**src/rtl/cig_pkg.sv**
```systemverilog
// ----------------------------------------------------------------------------
// cig_pkg: shared types and constants for the cursor inertia glide block
// Field widths, register indexes and reset values, FSM states and the
// status bundle of the bit-serial arithmetic units.
// ----------------------------------------------------------------------------
package cig_pkg;

  // Default axis width handed to the top level
  localparam int unsigned AXIS_BITS_DEF = 16;

  // Fixed port field widths
  localparam int unsigned FIELD_W   = 16;
  localparam int unsigned THR_W     = 15;
  localparam int unsigned LEN_W     = 12;
  localparam int unsigned DIVR_W    = 8;
  localparam int unsigned CFG_W     = 15;
  localparam int unsigned CFG_IDX_W = 2;

  // Register reset values and limits
  localparam logic [THR_W-1:0]  THR_RST  = THR_W'(30);
  localparam logic [LEN_W-1:0]  MIN_RST  = LEN_W'(35);
  localparam logic [DIVR_W-1:0] DIVR_RST = DIVR_W'(10);
  localparam logic [LEN_W-1:0]  LEN_MAX  = LEN_W'(4095);

  // Configuration register indexes
  typedef enum logic [CFG_IDX_W-1:0] {
    CFG_THRESHOLD = 2'd0,
    CFG_MIN_TICKS = 2'd1,
    CFG_DIVISOR   = 2'd2
  } cig_cfg_e;

  // Sequencer states
  typedef enum logic [3:0] {
    ST_IDLE,
    ST_CHECK,
    ST_LEN_GO,
    ST_LEN,
    ST_MUL_GO,
    ST_MUL,
    ST_DIV_GO,
    ST_DIV,
    ST_DONE
  } cig_state_e;

  // Status of a bit-serial unit
  typedef struct packed {
    logic busy;
    logic done;
  } cig_unit_stat_t;

endpackage

```
**src/rtl/cig_in_if.sv**
```systemverilog
// ----------------------------------------------------------------------------
// cig_in_if: report tick channel
// Valid/ready channel carrying the touch flag and the last reported motion.
// ----------------------------------------------------------------------------
interface cig_in_if import cig_pkg::*; ();
  logic               valid;
  logic               ready;
  logic               touched;
  logic [FIELD_W-1:0] last_dx;
  logic [FIELD_W-1:0] last_dy;

  modport source (output valid, output touched, output last_dx, output last_dy,
                  input ready);
  modport sink   (input valid, input touched, input last_dx, input last_dy,
                  output ready);
endinterface

```
**src/rtl/cig_out_if.sv**
```systemverilog
// ----------------------------------------------------------------------------
// cig_out_if: glide motion channel
// Valid/ready channel carrying the emitted motion and the gliding flag.
// ----------------------------------------------------------------------------
interface cig_out_if import cig_pkg::*; ();
  logic               valid;
  logic               ready;
  logic [FIELD_W-1:0] glide_dx;
  logic [FIELD_W-1:0] glide_dy;
  logic               gliding;

  modport source (output valid, output glide_dx, output glide_dy, output gliding,
                  input ready);
  modport sink   (input valid, input glide_dx, input glide_dy, input gliding,
                  output ready);
endinterface

```
**src/rtl/cursor_inertia_glide_top.sv**
```systemverilog
// ----------------------------------------------------------------------------
// cursor_inertia_glide_top: inertial cursor glide after finger release
// Sequencer, glide state, configuration registers and output register
// around bit-serial multipliers and dividers.
// ----------------------------------------------------------------------------
// One result item per report tick. Items are taken one at a time; the result
// sits in an output register, so the next tick is accepted while it waits.
// A touched tick goes straight to the result; an untouched tick at or below
// the threshold adds the threshold check. A glide tick runs the bit-serial
// multiply of |v| by the tick count (LEN_W = 12 steps) and the bit-serial
// divide by the glide length (AXIS_BITS + 12 steps), both axes in parallel
// lanes, plus the sequencing states. The first tick of a glide adds the
// threshold check and the length divide (AXIS_BITS steps). Those serial
// units set the rate; the logic between registers stays one add or compare
// wide.
// ----------------------------------------------------------------------------
module cursor_inertia_glide_top import cig_pkg::*; #(
  parameter int unsigned AXIS_BITS = AXIS_BITS_DEF
) (
  input  logic                 clk_i,
  input  logic                 rst_ni,
  input  logic                 cfg_we_i,
  input  logic [CFG_IDX_W-1:0] cfg_index_i,
  input  logic [CFG_W-1:0]     cfg_data_i,
  cig_in_if.sink               in_i,
  cig_out_if.source            out_o
);

  localparam int unsigned PW    = AXIS_BITS + LEN_W;
  localparam int unsigned CNT_W = $clog2(PW + 1);
  localparam int unsigned CW    = (AXIS_BITS > THR_W) ? AXIS_BITS : THR_W;

  cig_state_e st_q, st_d;

  // Configuration registers
  logic [THR_W-1:0]  thr_q;
  logic [LEN_W-1:0]  min_q;
  logic [DIVR_W-1:0] divr_q;

  // Glide state
  logic [LEN_W-1:0]            tick_q;
  logic [LEN_W-1:0]            len_q;
  logic signed [AXIS_BITS-1:0] start_vx_q, start_vy_q;

  // Result and output registers
  logic signed [AXIS_BITS-1:0] res_dx_q, res_dy_q;
  logic                        res_go_q;
  logic [FIELD_W-1:0]          out_dx_q, out_dy_q;
  logic                        out_go_q;
  logic                        out_valid_q, out_valid_d;

  // Sequencer outputs
  logic in_ready, in_fire, out_load;
  logic mul_start, div_x_start, div_y_start;

  // Arithmetic units
  cig_unit_stat_t mul_x_stat, mul_y_stat, div_x_stat, div_y_stat;
  logic [PW-1:0]    prod_x, prod_y, quo_x, quo_y;
  logic [PW-1:0]    div_x_dvd;
  logic [LEN_W-1:0] div_x_dvs;
  logic [CNT_W-1:0] div_x_steps;

  // Combinational datapath
  logic [AXIS_BITS-1:0]        mag_x, mag_y, big;
  logic                        below;
  logic [DIVR_W-1:0]           divr_eff;
  logic [LEN_W-1:0]            min_eff, cand_sat, len_new;
  logic [AXIS_BITS-1:0]        rmag_x, rmag_y;
  logic signed [AXIS_BITS-1:0] res_x, res_y;
  logic [LEN_W:0]              tick_inc;
  logic                        tick_wrap;
  logic [LEN_W-1:0]            tick_nxt;

  assign in_fire = in_i.valid && in_ready;

  // Magnitudes of the latched motion and the threshold check
  assign mag_x = start_vx_q[AXIS_BITS-1] ? AXIS_BITS'(-start_vx_q) : AXIS_BITS'(start_vx_q);
  assign mag_y = start_vy_q[AXIS_BITS-1] ? AXIS_BITS'(-start_vy_q) : AXIS_BITS'(start_vy_q);
  assign big   = (mag_x > mag_y) ? mag_x : mag_y;
  assign below = (CW'(mag_x) <= CW'(thr_q)) && (CW'(mag_y) <= CW'(thr_q));

  // Glide length: speed / divisor, at least the minimum, saturated
  assign divr_eff = (divr_q == '0) ? DIVR_W'(1) : divr_q;
  assign min_eff  = (min_q == '0) ? LEN_W'(1) : min_q;
  assign cand_sat = (|quo_x[PW-1:LEN_W]) ? LEN_MAX : quo_x[LEN_W-1:0];
  assign len_new  = (cand_sat > min_eff) ? cand_sat : min_eff;

  // Emitted motion: sign(v) * (|v| - |v|*count/length)
  assign rmag_x = mag_x - quo_x[AXIS_BITS-1:0];
  assign rmag_y = mag_y - quo_y[AXIS_BITS-1:0];
  assign res_x  = start_vx_q[AXIS_BITS-1] ? AXIS_BITS'(-rmag_x) : rmag_x;
  assign res_y  = start_vy_q[AXIS_BITS-1] ? AXIS_BITS'(-rmag_y) : rmag_y;

  // Count advance with wrap at the glide length
  assign tick_inc  = {1'b0, tick_q} + 1'b1;
  assign tick_wrap = tick_inc >= {1'b0, len_q};
  assign tick_nxt  = tick_wrap ? '0 : tick_inc[LEN_W-1:0];

  // X lane divider serves the length divide as well
  always_comb begin
    if (st_q == ST_LEN_GO) begin
      div_x_dvd   = {big, {LEN_W{1'b0}}};
      div_x_dvs   = LEN_W'(divr_eff);
      div_x_steps = CNT_W'(AXIS_BITS);
    end else begin
      div_x_dvd   = prod_x;
      div_x_dvs   = len_q;
      div_x_steps = CNT_W'(PW);
    end
  end

  cig_mul_serial #(.A_W(AXIS_BITS), .B_W(LEN_W)) u_mul_x (
    .clk_i, .rst_ni, .start_i(mul_start), .a_i(mag_x), .b_i(tick_q),
    .product_o(prod_x), .stat_o(mul_x_stat)
  );

  cig_mul_serial #(.A_W(AXIS_BITS), .B_W(LEN_W)) u_mul_y (
    .clk_i, .rst_ni, .start_i(mul_start), .a_i(mag_y), .b_i(tick_q),
    .product_o(prod_y), .stat_o(mul_y_stat)
  );

  cig_div_serial #(.DVD_W(PW), .DVS_W(LEN_W), .CNT_W(CNT_W)) u_div_x (
    .clk_i, .rst_ni, .start_i(div_x_start), .dividend_i(div_x_dvd),
    .divisor_i(div_x_dvs), .steps_i(div_x_steps),
    .quotient_o(quo_x), .stat_o(div_x_stat)
  );

  cig_div_serial #(.DVD_W(PW), .DVS_W(LEN_W), .CNT_W(CNT_W)) u_div_y (
    .clk_i, .rst_ni, .start_i(div_y_start), .dividend_i(prod_y),
    .divisor_i(len_q), .steps_i(CNT_W'(PW)),
    .quotient_o(quo_y), .stat_o(div_y_stat)
  );

  // Next state
  always_comb begin
    st_d = st_q;
    unique case (st_q)
      ST_IDLE: begin
        if (in_fire) begin
          if (in_i.touched)        st_d = ST_DONE;
          else if (tick_q == '0)   st_d = ST_CHECK;
          else                     st_d = ST_MUL_GO;
        end
      end
      ST_CHECK:  st_d = below ? ST_DONE : ST_LEN_GO;
      ST_LEN_GO: st_d = ST_LEN;
      ST_LEN:    if (div_x_stat.done) st_d = ST_MUL_GO;
      ST_MUL_GO: st_d = ST_MUL;
      ST_MUL:    if (mul_x_stat.done) st_d = ST_DIV_GO;
      ST_DIV_GO: st_d = ST_DIV;
      ST_DIV:    if (div_x_stat.done) st_d = ST_DONE;
      ST_DONE:   if (out_load) st_d = ST_IDLE;
      default:   st_d = ST_IDLE;
    endcase
  end

  // Sequencer outputs
  always_comb begin
    in_ready    = 1'b0;
    mul_start   = 1'b0;
    div_x_start = 1'b0;
    div_y_start = 1'b0;
    out_load    = 1'b0;
    unique case (st_q)
      ST_IDLE:   in_ready = 1'b1;
      ST_LEN_GO: div_x_start = 1'b1;
      ST_MUL_GO: mul_start = 1'b1;
      ST_DIV_GO: begin
        div_x_start = 1'b1;
        div_y_start = 1'b1;
      end
      ST_DONE:   out_load = !out_valid_q || out_o.ready;
      default: ;
    endcase
  end

  always_comb begin
    out_valid_d = out_valid_q;
    if (out_load)          out_valid_d = 1'b1;
    else if (out_o.ready)  out_valid_d = 1'b0;
  end

  // Control, configuration and glide state
  always_ff @(posedge clk_i or negedge rst_ni) begin
    if (!rst_ni) begin
      st_q        <= ST_IDLE;
      out_valid_q <= 1'b0;
      thr_q       <= THR_RST;
      min_q       <= MIN_RST;
      divr_q      <= DIVR_RST;
      tick_q      <= '0;
      len_q       <= MIN_RST;
      start_vx_q  <= '0;
      start_vy_q  <= '0;
    end else begin
      st_q        <= st_d;
      out_valid_q <= out_valid_d;
      if (cfg_we_i) begin
        case (cfg_index_i)
          CFG_THRESHOLD: thr_q  <= cfg_data_i[THR_W-1:0];
          CFG_MIN_TICKS: min_q  <= cfg_data_i[LEN_W-1:0];
          CFG_DIVISOR:   divr_q <= cfg_data_i[DIVR_W-1:0];
          default: ;
        endcase
      end
      // touch cancels the glide; first untouched tick latches the motion
      if (in_fire && in_i.touched) begin
        tick_q <= '0;
      end else if (in_fire && tick_q == '0) begin
        start_vx_q <= in_i.last_dx[AXIS_BITS-1:0];
        start_vy_q <= in_i.last_dy[AXIS_BITS-1:0];
      end
      if (st_q == ST_LEN && div_x_stat.done) begin
        len_q <= len_new;
      end
      if (st_q == ST_DIV && div_x_stat.done) begin
        tick_q <= tick_nxt;
      end
    end
  end

  // Result and output payload
  always_ff @(posedge clk_i) begin
    if ((in_fire && in_i.touched) || (st_q == ST_CHECK && below)) begin
      res_dx_q <= '0;
      res_dy_q <= '0;
      res_go_q <= 1'b0;
    end else if (st_q == ST_DIV && div_x_stat.done) begin
      res_dx_q <= res_x;
      res_dy_q <= res_y;
      res_go_q <= !tick_wrap;
    end
    if (out_load) begin
      out_dx_q <= FIELD_W'(res_dx_q);
      out_dy_q <= FIELD_W'(res_dy_q);
      out_go_q <= res_go_q;
    end
  end

  assign in_i.ready     = in_ready;
  assign out_o.valid    = out_valid_q;
  assign out_o.glide_dx = out_dx_q;
  assign out_o.glide_dy = out_dy_q;
  assign out_o.gliding  = out_go_q;

  // Count always stays inside the current glide
  a_tick_in_len: assert property (@(posedge clk_i) disable iff (!rst_ni)
    tick_q < len_q)
    else $error("tick count reached glide length");

  a_len_nonzero: assert property (@(posedge clk_i) disable iff (!rst_ni)
    len_q != '0)
    else $error("glide length is zero");

  // A continuing glide leaves a nonzero count behind
  a_go_count: assert property (@(posedge clk_i) disable iff (!rst_ni)
    (st_q == ST_DONE && res_go_q) |-> (tick_q != '0))
    else $error("gliding flag with cleared count");

  // Both lanes run in lockstep
  a_lanes_sync: assert property (@(posedge clk_i) disable iff (!rst_ni)
    (mul_x_stat.done == mul_y_stat.done) &&
    ((st_q != ST_DIV) || (div_x_stat.done == div_y_stat.done)))
    else $error("axis lanes out of step");

  // Scaled-down part never exceeds the start magnitude
  a_quo_bound: assert property (@(posedge clk_i) disable iff (!rst_ni)
    (st_q == ST_DIV && div_y_stat.done) |-> (quo_y <= PW'(mag_y)))
    else $error("glide quotient above start magnitude");

endmodule

```
**src/rtl/cig_mul_serial.sv**
```systemverilog
// ----------------------------------------------------------------------------
// cig_mul_serial: bit-serial unsigned multiplier
// Shift-add multiplier, one multiplier bit per cycle, LSB first.
// ----------------------------------------------------------------------------
module cig_mul_serial import cig_pkg::*; #(
  parameter int unsigned A_W = AXIS_BITS_DEF,
  parameter int unsigned B_W = LEN_W
) (
  input  logic             clk_i,
  input  logic             rst_ni,
  input  logic             start_i,
  input  logic [A_W-1:0]   a_i,
  input  logic [B_W-1:0]   b_i,
  output logic [A_W+B_W-1:0] product_o,
  output cig_unit_stat_t   stat_o
);

  localparam int unsigned P_W   = A_W + B_W;
  localparam int unsigned CNT_W = $clog2(B_W + 1);

  logic [P_W-1:0]   prod_q, prod_d;
  logic [P_W-1:0]   mcand_q, mcand_d;
  logic [B_W-1:0]   mplier_q, mplier_d;
  logic [CNT_W-1:0] cnt_q, cnt_d;
  logic             busy_q, busy_d;
  logic             done_q, done_d;

  // One shift-add step per cycle
  always_comb begin
    prod_d   = prod_q;
    mcand_d  = mcand_q;
    mplier_d = mplier_q;
    cnt_d    = cnt_q;
    busy_d   = busy_q;
    done_d   = 1'b0;
    if (start_i) begin
      prod_d   = '0;
      mcand_d  = P_W'(a_i);
      mplier_d = b_i;
      cnt_d    = CNT_W'(B_W);
      busy_d   = 1'b1;
    end else if (busy_q) begin
      if (mplier_q[0]) begin
        prod_d = prod_q + mcand_q;
      end
      mcand_d  = mcand_q << 1;
      mplier_d = mplier_q >> 1;
      cnt_d    = cnt_q - 1'b1;
      if (cnt_q == CNT_W'(1)) begin
        busy_d = 1'b0;
        done_d = 1'b1;
      end
    end
  end

  // Control
  always_ff @(posedge clk_i or negedge rst_ni) begin
    if (!rst_ni) begin
      cnt_q  <= '0;
      busy_q <= 1'b0;
      done_q <= 1'b0;
    end else begin
      cnt_q  <= cnt_d;
      busy_q <= busy_d;
      done_q <= done_d;
    end
  end

  // Datapath
  always_ff @(posedge clk_i) begin
    prod_q   <= prod_d;
    mcand_q  <= mcand_d;
    mplier_q <= mplier_d;
  end

  assign product_o   = prod_q;
  assign stat_o.busy = busy_q;
  assign stat_o.done = done_q;

endmodule

```
**src/rtl/cig_div_serial.sv**
```systemverilog
// ----------------------------------------------------------------------------
// cig_div_serial: bit-serial restoring divider
// One quotient bit per cycle. The dividend is left-aligned so that a run of
// steps_i steps leaves the quotient in the low steps_i bits.
// ----------------------------------------------------------------------------
module cig_div_serial import cig_pkg::*; #(
  parameter int unsigned DVD_W = AXIS_BITS_DEF + LEN_W,
  parameter int unsigned DVS_W = LEN_W,
  parameter int unsigned CNT_W = $clog2(DVD_W + 1)
) (
  input  logic             clk_i,
  input  logic             rst_ni,
  input  logic             start_i,
  input  logic [DVD_W-1:0] dividend_i,
  input  logic [DVS_W-1:0] divisor_i,
  input  logic [CNT_W-1:0] steps_i,
  output logic [DVD_W-1:0] quotient_o,
  output cig_unit_stat_t   stat_o
);

  logic [DVD_W-1:0] acc_q, acc_d;
  logic [DVS_W-1:0] rem_q, rem_d;
  logic [DVS_W-1:0] dvs_q, dvs_d;
  logic [CNT_W-1:0] cnt_q, cnt_d;
  logic             busy_q, busy_d;
  logic             done_q, done_d;
  logic [DVS_W:0]   trial;
  logic [DVS_W:0]   diff;

  // Trial subtract of the shifted remainder
  assign trial = {rem_q, acc_q[DVD_W-1]};
  assign diff  = trial - {1'b0, dvs_q};

  always_comb begin
    acc_d  = acc_q;
    rem_d  = rem_q;
    dvs_d  = dvs_q;
    cnt_d  = cnt_q;
    busy_d = busy_q;
    done_d = 1'b0;
    if (start_i) begin
      acc_d  = dividend_i;
      rem_d  = '0;
      dvs_d  = divisor_i;
      cnt_d  = steps_i;
      busy_d = 1'b1;
    end else if (busy_q) begin
      // no borrow: the divisor fits, quotient bit is one
      if (!diff[DVS_W]) begin
        rem_d = diff[DVS_W-1:0];
      end else begin
        rem_d = trial[DVS_W-1:0];
      end
      acc_d = {acc_q[DVD_W-2:0], ~diff[DVS_W]};
      cnt_d = cnt_q - 1'b1;
      if (cnt_q == CNT_W'(1)) begin
        busy_d = 1'b0;
        done_d = 1'b1;
      end
    end
  end

  // Control
  always_ff @(posedge clk_i or negedge rst_ni) begin
    if (!rst_ni) begin
      cnt_q  <= '0;
      busy_q <= 1'b0;
      done_q <= 1'b0;
    end else begin
      cnt_q  <= cnt_d;
      busy_q <= busy_d;
      done_q <= done_d;
    end
  end

  // Datapath
  always_ff @(posedge clk_i) begin
    acc_q <= acc_d;
    rem_q <= rem_d;
    dvs_q <= dvs_d;
  end

  assign quotient_o  = acc_q;
  assign stat_o.busy = busy_q;
  assign stat_o.done = done_q;

endmodule

```
**src/flat_wrapper.sv**
```systemverilog
// flat-port wrapper written by rule: the top's interface ports become plain ports
module cursor_inertia_glide_top_flat import cig_pkg::*;
#(
  parameter int unsigned AXIS_BITS = AXIS_BITS_DEF
)
  (clk_i, rst_ni, cfg_we_i, cfg_index_i, cfg_data_i, in_i_valid, in_i_touched, in_i_last_dx, in_i_last_dy, in_i_ready, out_o_valid, out_o_glide_dx, out_o_glide_dy, out_o_gliding, out_o_ready);
  cig_in_if in_i_i ();
  cig_out_if out_o_i ();
  input  logic clk_i;
  input  logic rst_ni;
  input  logic cfg_we_i;
  input  logic [CFG_IDX_W-1:0] cfg_index_i;
  input  logic [CFG_W-1:0] cfg_data_i;
  input wire logic [$bits(in_i_i.valid)-1:0] in_i_valid;
  input wire logic [$bits(in_i_i.touched)-1:0] in_i_touched;
  input wire logic [$bits(in_i_i.last_dx)-1:0] in_i_last_dx;
  input wire logic [$bits(in_i_i.last_dy)-1:0] in_i_last_dy;
  output wire logic [$bits(in_i_i.ready)-1:0] in_i_ready;
  output wire logic [$bits(out_o_i.valid)-1:0] out_o_valid;
  output wire logic [$bits(out_o_i.glide_dx)-1:0] out_o_glide_dx;
  output wire logic [$bits(out_o_i.glide_dy)-1:0] out_o_glide_dy;
  output wire logic [$bits(out_o_i.gliding)-1:0] out_o_gliding;
  input wire logic [$bits(out_o_i.ready)-1:0] out_o_ready;
  assign in_i_i.valid = in_i_valid;
  assign in_i_i.touched = in_i_touched;
  assign in_i_i.last_dx = in_i_last_dx;
  assign in_i_i.last_dy = in_i_last_dy;
  assign in_i_ready = in_i_i.ready;
  assign out_o_valid = out_o_i.valid;
  assign out_o_glide_dx = out_o_i.glide_dx;
  assign out_o_glide_dy = out_o_i.glide_dy;
  assign out_o_gliding = out_o_i.gliding;
  assign out_o_i.ready = out_o_ready;
  cursor_inertia_glide_top #(.AXIS_BITS(AXIS_BITS)) u_core (.clk_i(clk_i), .rst_ni(rst_ni), .cfg_we_i(cfg_we_i), .cfg_index_i(cfg_index_i), .cfg_data_i(cfg_data_i), .in_i(in_i_i), .out_o(out_o_i));
endmodule
```
**config.mk**
```make
export PLATFORM = sky130hd
export DESIGN_NAME = cursor_inertia_glide_top_flat
export DESIGN_NICKNAME = d
export VERILOG_FILES = /design/src/rtl/cig_pkg.sv /design/src/rtl/cig_in_if.sv /design/src/rtl/cig_out_if.sv /design/src/rtl/cursor_inertia_glide_top.sv /design/src/rtl/cig_mul_serial.sv /design/src/rtl/cig_div_serial.sv /design/src/flat_wrapper.sv
export SDC_FILE = /design/constraint.sdc
export NUM_CORES = 1
export LEC_CHECK = 0
export BUFFER_PORTS_ARGS = -buffer_cell sky130_fd_sc_hd__buf_2
export CORE_AREA = 5 5 220 222
export DETAILED_ROUTE_END_ITERATION = 7
export DIE_AREA = 0 0 225 227
export PLACE_DENSITY = 0.8
export SLEW_MARGIN = 5
export SYNTH_ARGS = -nofsm -noshare
export SYNTH_HDL_FRONTEND = slang
export SYNTH_SLANG_ARGS = --single-unit
```
**constraint.sdc**
```tcl
create_clock -name clk_i -period 5.8 [get_ports clk_i]
set_clock_uncertainty 0.15 [all_clocks]
set_input_delay 0.58 -clock clk_i [delete_from_list [all_inputs] [get_ports clk_i]]
set_output_delay 0.58 -clock clk_i [all_outputs]
set_load 0.005 [all_outputs]
```
* Word-level counts from Yosys, hierarchy flattened
Index checks and enable logic that the tools add are counted.
Storage, ports and cells: output and inout port bits 35, register bits 426, logic and storage cells 184, input bits 55
Cells by class: equality and inequality tests 19, reduce and logical (&&, ||, !) cells 31, $add $sub $neg 15, magnitude comparators 5, bitwise operators 3, muxes and demuxes 71
Operators by type and width (number):
- 12-bit 2-to-1 mux | 12
- 16-bit 2-to-1 mux | 9
- 28-bit 2-to-1 mux | 5
- 16-bit negator | 4
- 28-bit adder | 2
- 4-bit 2-to-1 mux | 12
- 4-bit case mux with 9 select lines | 1
- 16-bit by 15-bit less-or-equal comparator with 1-bit output | 2
- 16-bit subtractor | 2
- 13-bit by 12-bit subtractor with 13-bit output | 2
- 1-bit 2-to-1 mux | 25
- 12-bit logical NOT | 2
- 5-bit 2-to-1 mux | 4
- 4-bit by 3-bit equality test with 1-bit output (second input constant) | 4
- 16-bit greater-than comparator | 1
- 8-bit 2-to-1 mux | 2
- 16-bit OR reduction | 1
- 12-bit by 1-bit adder with 13-bit output (second input constant) | 1
- 13-bit by 12-bit greater-or-equal comparator with 1-bit output | 1
- 4-bit by 1-bit equality test with 1-bit output (second input constant) | 3
- 12-bit greater-than comparator | 1
- 2-bit AND reduction | 6
- 2-bit nonzero test | 6
- 5-bit by 1-bit equality test with 1-bit output (second input constant) | 2
- other kinds (18) | 34

* Logic depth before layout (Yosys ltp)
word-level depth 6, mapped depth 21, gate-level depth less buffers 19

* Cells and area by module
A second synthesis with hierarchy kept.
Second synthesis, totals: cell total of the unflattened synthesis 2726, area total of the unflattened synthesis 26701.9 sq um
Modules (own cells, without submodules):
- cursor_inertia_glide_top | sequential area each 4068.9 sq um, times used 1, area each 11559.8 sq um, cells each 1262
- cig_div_serial | sequential area each 1616.6 sq um, times used 2, area each 3144.3 sq um, cells each 269
- cig_mul_serial at u_core.u_mul_y | sequential area each 1791.7 sq um, times used 1, area each 4549.4 sq um, cells each 477
- cig_mul_serial at u_core.u_mul_x | sequential area each 1791.7 sq um, times used 1, area each 4304.1 sq um, cells each 449

* Least setup slack after synthesis
No wires, ideal clock.
path kind reg-to-reg, start point register u_core.start_vy_q[5], end point register u_core.res_dy_q[12], setup slack 1.262 ns, period minus slack after synthesis 4.538 ns, arrival time 4.258 ns, data required time 5.520 ns, cell stages (with the launch flop) 21, path buffers 2, setup time 0.130 ns, path through dfrtp_1 -> or4_4 -> or2_1 -> or3_1 -> o31ai_1 -> xor2_1 -> inv_1 -> ha_1 -> nand2_1 -> nor4_1 -> a2111oi_0 -> o21ai_0 -> o221a_2 -> o31ai_1 -> o2111a_1 -> nand2_1 -> o21ai_0 -> and3b_1 -> clkbuf_1 -> buf_2 -> o22ai_1
Between the ends: word-level cells in the longest chain between the ends 6, elaborated cells between the ends (all ways) 9, those cells by class 3 x add/sub; 1 x order compare; 2 x mux; 3 x reduce/logical
RTL lines:
- from (decl) | RTL line cursor_inertia_glide_top.sv:43 | logic signed [AXIS_BITS-1:0] start_vx_q, start_vy_q;
- from (signal assigned) | RTL line cursor_inertia_glide_top.sv:211 | start_vy_q <= in_i.last_dy[AXIS_BITS-1:0];
- 16-bit negator | RTL line cursor_inertia_glide_top.sv:78 | assign mag_y = start_vy_q[AXIS_BITS-1] ? AXIS_BITS'(-start_vy_q) : AXIS_BITS'(start_vy_q);
- 16-bit 2-to-1 mux (*) | RTL line cursor_inertia_glide_top.sv:78
- branches (longest 4 deep; another with 16-bit subtractor)
- to (signal assigned) | RTL line cursor_inertia_glide_top.sv:230 | res_dy_q <= res_y;
- to (decl) | RTL line cursor_inertia_glide_top.sv:46 | logic signed [AXIS_BITS-1:0] res_dx_q, res_dy_q;
Every way passes the cells marked *. A chain may end at the register's enable or synchronous reset.

* Worst setup path in the final report
start point register u_core.start_vy_q[5], end point register u_core.res_dx_q[5]
Between the ends: word-level cells in the longest chain between the ends 6
RTL lines:
- 16-bit negator | RTL line cursor_inertia_glide_top.sv:78
- 16-bit 2-to-1 mux (*) | RTL line cursor_inertia_glide_top.sv:78
- 16-bit by 15-bit less-or-equal comparator with 1-bit output (*) | RTL line cursor_inertia_glide_top.sv:80 | assign below = (CW'(mag_x) <= CW'(thr_q)) && (CW'(mag_y) <= CW'(thr_q));
- 1-bit logical AND (*) | RTL line cursor_inertia_glide_top.sv:80
- 1-bit logical AND (*) | RTL line cursor_inertia_glide_top.sv:224 | if ((in_fire && in_i.touched) || (st_q == ST_CHECK && below)) begin
- 1-bit logical OR (*) | RTL line cursor_inertia_glide_top.sv:224
- to (signal assigned) | RTL line cursor_inertia_glide_top.sv:229 | res_dx_q <= res_x;
- to (decl) | RTL line cursor_inertia_glide_top.sv:46
Mark *: on every way between the ends. The rest lies on a longest branch, timed or not.

==> run_summary.xml <==
<?xml version="1.0" encoding="UTF-8"?>
<metrics>
  <group name="setup_path">
    <metric name="cp-end-kind" unit="">flop</metric>
    <metric name="critPathRequiredTime" unit="ns">6.08</metric>
    <metric name="setup.worst_path.class" unit="">flop to flop</metric>
    <metric name="rr_endpoint" unit="">u_core.res_dx_q[5]$_SDFFE_PP0P_</metric>
    <metric name="regToRegSetupSlack" unit="ns">0.70</metric>
    <metric name="worstPathArrival" unit="ns">5.38</metric>
    <metric name="timing.rr.start" unit="">u_core.start_vy_q[5]$_DFFE_PN0P_</metric>
    <metric name="timing.critical_path.from_type" unit="">flop</metric>
    <metric name="worst_r2r_path_depth" unit="">19</metric>
    <metric name="crit_path_max_fanout" unit="">33</metric>
  </group>
  <group name="clock_tree">
    <metric name="cts_setup_buffers" unit="">0</metric>
    <metric name="hold_buffers" unit="">1</metric>
    <metric name="cts_tree" unit="">built</metric>
    <metric name="clkSinkCount" unit="">426</metric>
    <metric name="cts.clk_slew.worst_paths" unit="ns">0.07</metric>
    <metric name="tritoncts.num_buffers" unit="">44</metric>
    <metric name="cts_root_buf" unit="">clkbuf_16</metric>
    <metric name="clkLatencyLatePin" unit="ns">0.60</metric>
    <metric name="cts_max_level" unit="">2</metric>
    <metric name="cts-root-to-sink-buffers" unit="">3</metric>
    <metric name="post_cts_resize_count" unit="">0</metric>
  </group>
  <group name="floorplanning">
    <metric name="floorplan.core_area" unit="um^2">46160</metric>
    <metric name="die_h" unit="um">227</metric>
    <metric name="io_pins" unit="">90</metric>
    <metric name="die_area" unit="um^2">51080</metric>
    <metric name="floorplan.initialDensity" unit="%">54.23</metric>
    <metric name="placement_rows" unit="">79</metric>
    <metric name="die-width" unit="um">225</metric>
  </group>
  <group name="sta">
    <metric name="finalCriticalPeriod" unit="ns">5.101</metric>
    <metric name="final.period_utilization" unit="%">87.95</metric>
    <metric name="totalNegativeSetupSlack" unit="ns">0</metric>
    <metric name="timing_max_transition_violations_final" unit="">0</metric>
    <metric name="max_clock_freq" unit="MHz">196.0</metric>
    <metric name="timing.final.hold_violations" unit="">0</metric>
    <metric name="timing.final.setup_violations" unit="">0</metric>
    <metric name="worstMarginPinSlew" unit="ns">1.269</metric>
    <metric name="rsz0062_at_grt" unit="">no</metric>
    <metric name="slew_headroom" unit="%">15.11</metric>
  </group>
  <group name="synthesis">
    <metric name="postSynthRegisterBits" unit="">426</metric>
    <metric name="synth-compound-area-share" unit="%">15.28</metric>
    <metric name="synth.cell_area" unit="um^2">25030</metric>
    <metric name="synthXorXnorAreaFrac" unit="%">6.093</metric>
    <metric name="post_synth_num_cell_types" unit="">92</metric>
    <metric name="async_flop_share" unit="%">28.17</metric>
    <metric name="muxShareOfSynthArea" unit="%">5.053</metric>
    <metric name="yosysSeqAreaShare" unit="%">43.28</metric>
    <metric name="synth_top_family_by_area" unit="">simple AND/OR/NAND/NOR gates</metric>
    <metric name="synth_ff_type" unit="">edfxtp_1</metric>
    <metric name="postSynthCellCount" unit="">2665</metric>
    <metric name="yosys.area_share.simple" unit="%">16.10</metric>
    <metric name="synth_edf_count" unit="">169</metric>
    <metric name="syn_area_per_cell" unit="um^2">9.393</metric>
    <metric name="post_synth_fa_ha_maj_area_fraction" unit="%">9.987</metric>
    <metric name="synth_nets" unit="">2913</metric>
    <metric name="yosysWarnings" unit="">0</metric>
  </group>
  <group name="hold_path">
    <metric name="worstHoldPathType" unit="">input port to flop</metric>
    <metric name="worstHoldStart" unit="">out_o_ready</metric>
    <metric name="worst_hold_path.num_cells" unit="">2</metric>
    <metric name="min_to" unit="">u_core.out_o.valid$_DFFE_PN0P_</metric>
  </group>
  <group name="route">
    <metric name="via_density_per_instance" unit="">5.973</metric>
    <metric name="ant_nets" unit="">0</metric>
    <metric name="dr_wl_met3" unit="um">5237</metric>
    <metric name="drt_pass1_iterations" unit="">6</metric>
    <metric name="topRoutingLayerUsed" unit="">met5</metric>
    <metric name="wl_met1" unit="um">28170</metric>
    <metric name="drt_initial_violations" unit="">1818</metric>
    <metric name="drc" unit="">0</metric>
    <metric name="detail_route.wl_per_cell" unit="um">19.54</metric>
    <metric name="finalWirelength" unit="um">65890</metric>
    <metric name="route.vias.total" unit="">20140</metric>
    <metric name="wl_met2" unit="um">30470</metric>
  </group>
  <group name="placement">
    <metric name="port_buffers" unit="">89</metric>
    <metric name="finalWeightedCongestion" unit="">0.9575</metric>
    <metric name="placed_wire_length_estimate" unit="um">48350</metric>
  </group>
  <group name="global_routing">
    <metric name="grt_usage" unit="%">25.10</metric>
    <metric name="grt_pass1_wl" unit="um">103600</metric>
    <metric name="first_global_vias" unit="">19450</metric>
    <metric name="grt_start_max_net_pins" unit="">78</metric>
    <metric name="grt.overflow.total" unit="">0</metric>
    <metric name="initial_antenna_violation_count" unit="">3</metric>
  </group>
  <group name="final_layout">
    <metric name="area_delta_synth_final" unit="%">10.29</metric>
    <metric name="postLayoutCoreUtil" unit="%">59.81</metric>
    <metric name="leading_cell_types_in_the_layout_fill_and_taps_excluded" unit="">nand2_1 (389), o21ai_0 (195), ha_1 (187)</metric>
    <metric name="layout.nets" unit="">2977</metric>
    <metric name="num_antenna_cells" unit="">0</metric>
    <metric name="final_common_cell" unit="">nand2_1</metric>
    <metric name="layout-drive-gt1-share" unit="%">11.18</metric>
  </group>
  <group name="job">
    <metric name="cap_violations" unit="">0</metric>
  </group>
  <group name="outcome">
    <metric name="run_status" unit="">complete, no violations</metric>
  </group>
</metrics>
[how the worst max path moves through the flow]
stage | depth (start not counted) | from | slack [ns] | to
2_1_floorplan | 20 | u_core.start_vy_q[5]$_DFFE_PN0P_ | 1.26 | u_core.res_dy_q[12]$_SDFFE_PP0P_
3_3_place_gp | 19 | u_core.start_vy_q[5]$_DFFE_PN0P_ | 0.80 | u_core.res_dy_q[14]$_SDFFE_PP0P_
3_5_place_dp | 19 | u_core.start_vy_q[5]$_DFFE_PN0P_ | 0.75 | u_core.res_dx_q[5]$_SDFFE_PP0P_
4_1_cts | 19 | u_core.start_vy_q[5]$_DFFE_PN0P_ | 0.72 | u_core.res_dx_q[5]$_SDFFE_PP0P_
5_1_grt | 19 | u_core.start_vy_q[5]$_DFFE_PN0P_ | 0.38 | u_core.res_dy_q[14]$_SDFFE_PP0P_
6_report | 19 | u_core.start_vy_q[5]$_DFFE_PN0P_ | 0.70 | u_core.res_dx_q[5]$_SDFFE_PP0P_
[per-stage QoR]
| stage | instance area [um^2] | setup WS, ns | std cells | hold WS (ns) |
|---|---|---|---|---|
| floorplan | 25030 | 1.262 | 2665 | 0.1344 |
| global placement | 26130 | 0.7999 | 3289 | 0.2656 |
| detailed placement | 26130 | 0.7541 | 3289 | 0.2672 |
| CTS | 27610 | 0.7229 | 3372 | 0.02154 |
| global route | 27610 | 0.3810 | 3372 | 0.02776 |
| finish | 27610 | 0.6991 | 3372 | 0.05122 |
[per-layer routing]
layer | GRT usage (%) | vias to the layer above
met1 | 34.40 | 9731
li1 | - | 9564
met5 | 0 | -
met4 | 7.386 | 4
met3 | 5.519 | 126
met2 | 40.46 | 715
[flip-flops by register name (all words and copies together), names as in the netlist, 15 cells and up]
| name | cells |
|---|---|
| u_core.u_mul_x.product_o | 28 |
| u_core.start_vx_q | 16 |
| u_core.u_mul_y.mcand_q | 28 |
| u_core.u_div_x.quotient_o | 28 |
| u_core.res_dx_q | 16 |
| u_core.thr_q | 15 |
| u_core.out_o.glide_dy | 16 |
| u_core.u_mul_y.product_o | 28 |
| u_core.out_o.glide_dx | 16 |
| u_core.u_div_y.quotient_o | 28 |
| u_core.start_vy_q | 16 |
| u_core.res_dy_q | 16 |
| u_core.u_mul_x.mcand_q | 28 |
[layout make-up]
class,count,area (um^2)
clock buffers,52,1131
repair buffers,126,728.2
well taps,607,759.5
clock inverters,30,340.3
flip-flops and latches,426,10840
multi-input cells,1961,13180
fillers,3810,18550
inverters,170,638.1
[kinds of logic (layout without fill, tap and decap cells)]
logic type	count (synthesis)	after routing
xor+xnor	166	166
flops	426	426
compound gates	607	607
simple gates	872	872
buf+inv	278	378
fa+ha+maj	197	197
mux	119	119
[synth_stat cells, types with 16 or more instances]
| cell type | number | area, um^2 |
|---|---|---|
| nand2_1 | 389 | 1460 |
| o21ai_0 | 195 | 975.9 |
| ha_1 | 187 | 2340 |
| edfxtp_1 | 169 | 5075 |
| inv_1 | 169 | 634.4 |
| nor2_1 | 162 | 608.1 |
| a21oi_1 | 161 | 805.8 |
| dfxtp_1 | 137 | 2743 |
| dfrtp_1 | 108 | 2703 |
| xnor2_1 | 95 | 832.1 |
| clkbuf_1 | 86 | 322.8 |
| nand3_1 | 78 | 390.4 |
| xor2_1 | 65 | 569.3 |
| mux2i_1 | 60 | 600.6 |
| mux2_2 | 59 | 664.4 |
| a21o_1 | 51 | 382.9 |
| nor3_1 | 43 | 215.2 |
| nand2b_1 | 40 | 250.2 |
| a211oi_1 | 34 | 255.2 |
| nor2b_1 | 27 | 168.9 |
| and3_1 | 26 | 162.7 |
| o211ai_1 | 21 | 157.7 |
| o21a_1 | 21 | 157.7 |
| or3_1 | 19 | 118.9 |
| buf_1 | 16 | 60.06 |
| o31ai_1 | 16 | 120.1 |
[critical path: stages (launching register included)]
cell and delay (ns):
dfrtp_1 0.46, or4_4 0.58, or2_1 0.29, or3_1 0.33, o31ai_1 0.24, xor2_1 0.34, inv_1 0.12, ha_1 0.30
nand2_1 0.11, nor4_1 0.06, a2111oi_0 0.35, o21ai_0 0.19, o221a_2 0.26, o31ai_1 0.07, o2111a_1 0.28, nand2_1 0.07
o21ai_0 0.09, and3b_1 0.17, buf_4 0.35, a211oi_1 0.10
Power is left out: the tool's default activity adds up to more than one toggle a clock period on the data nets, which glitch-free logic cannot reach.
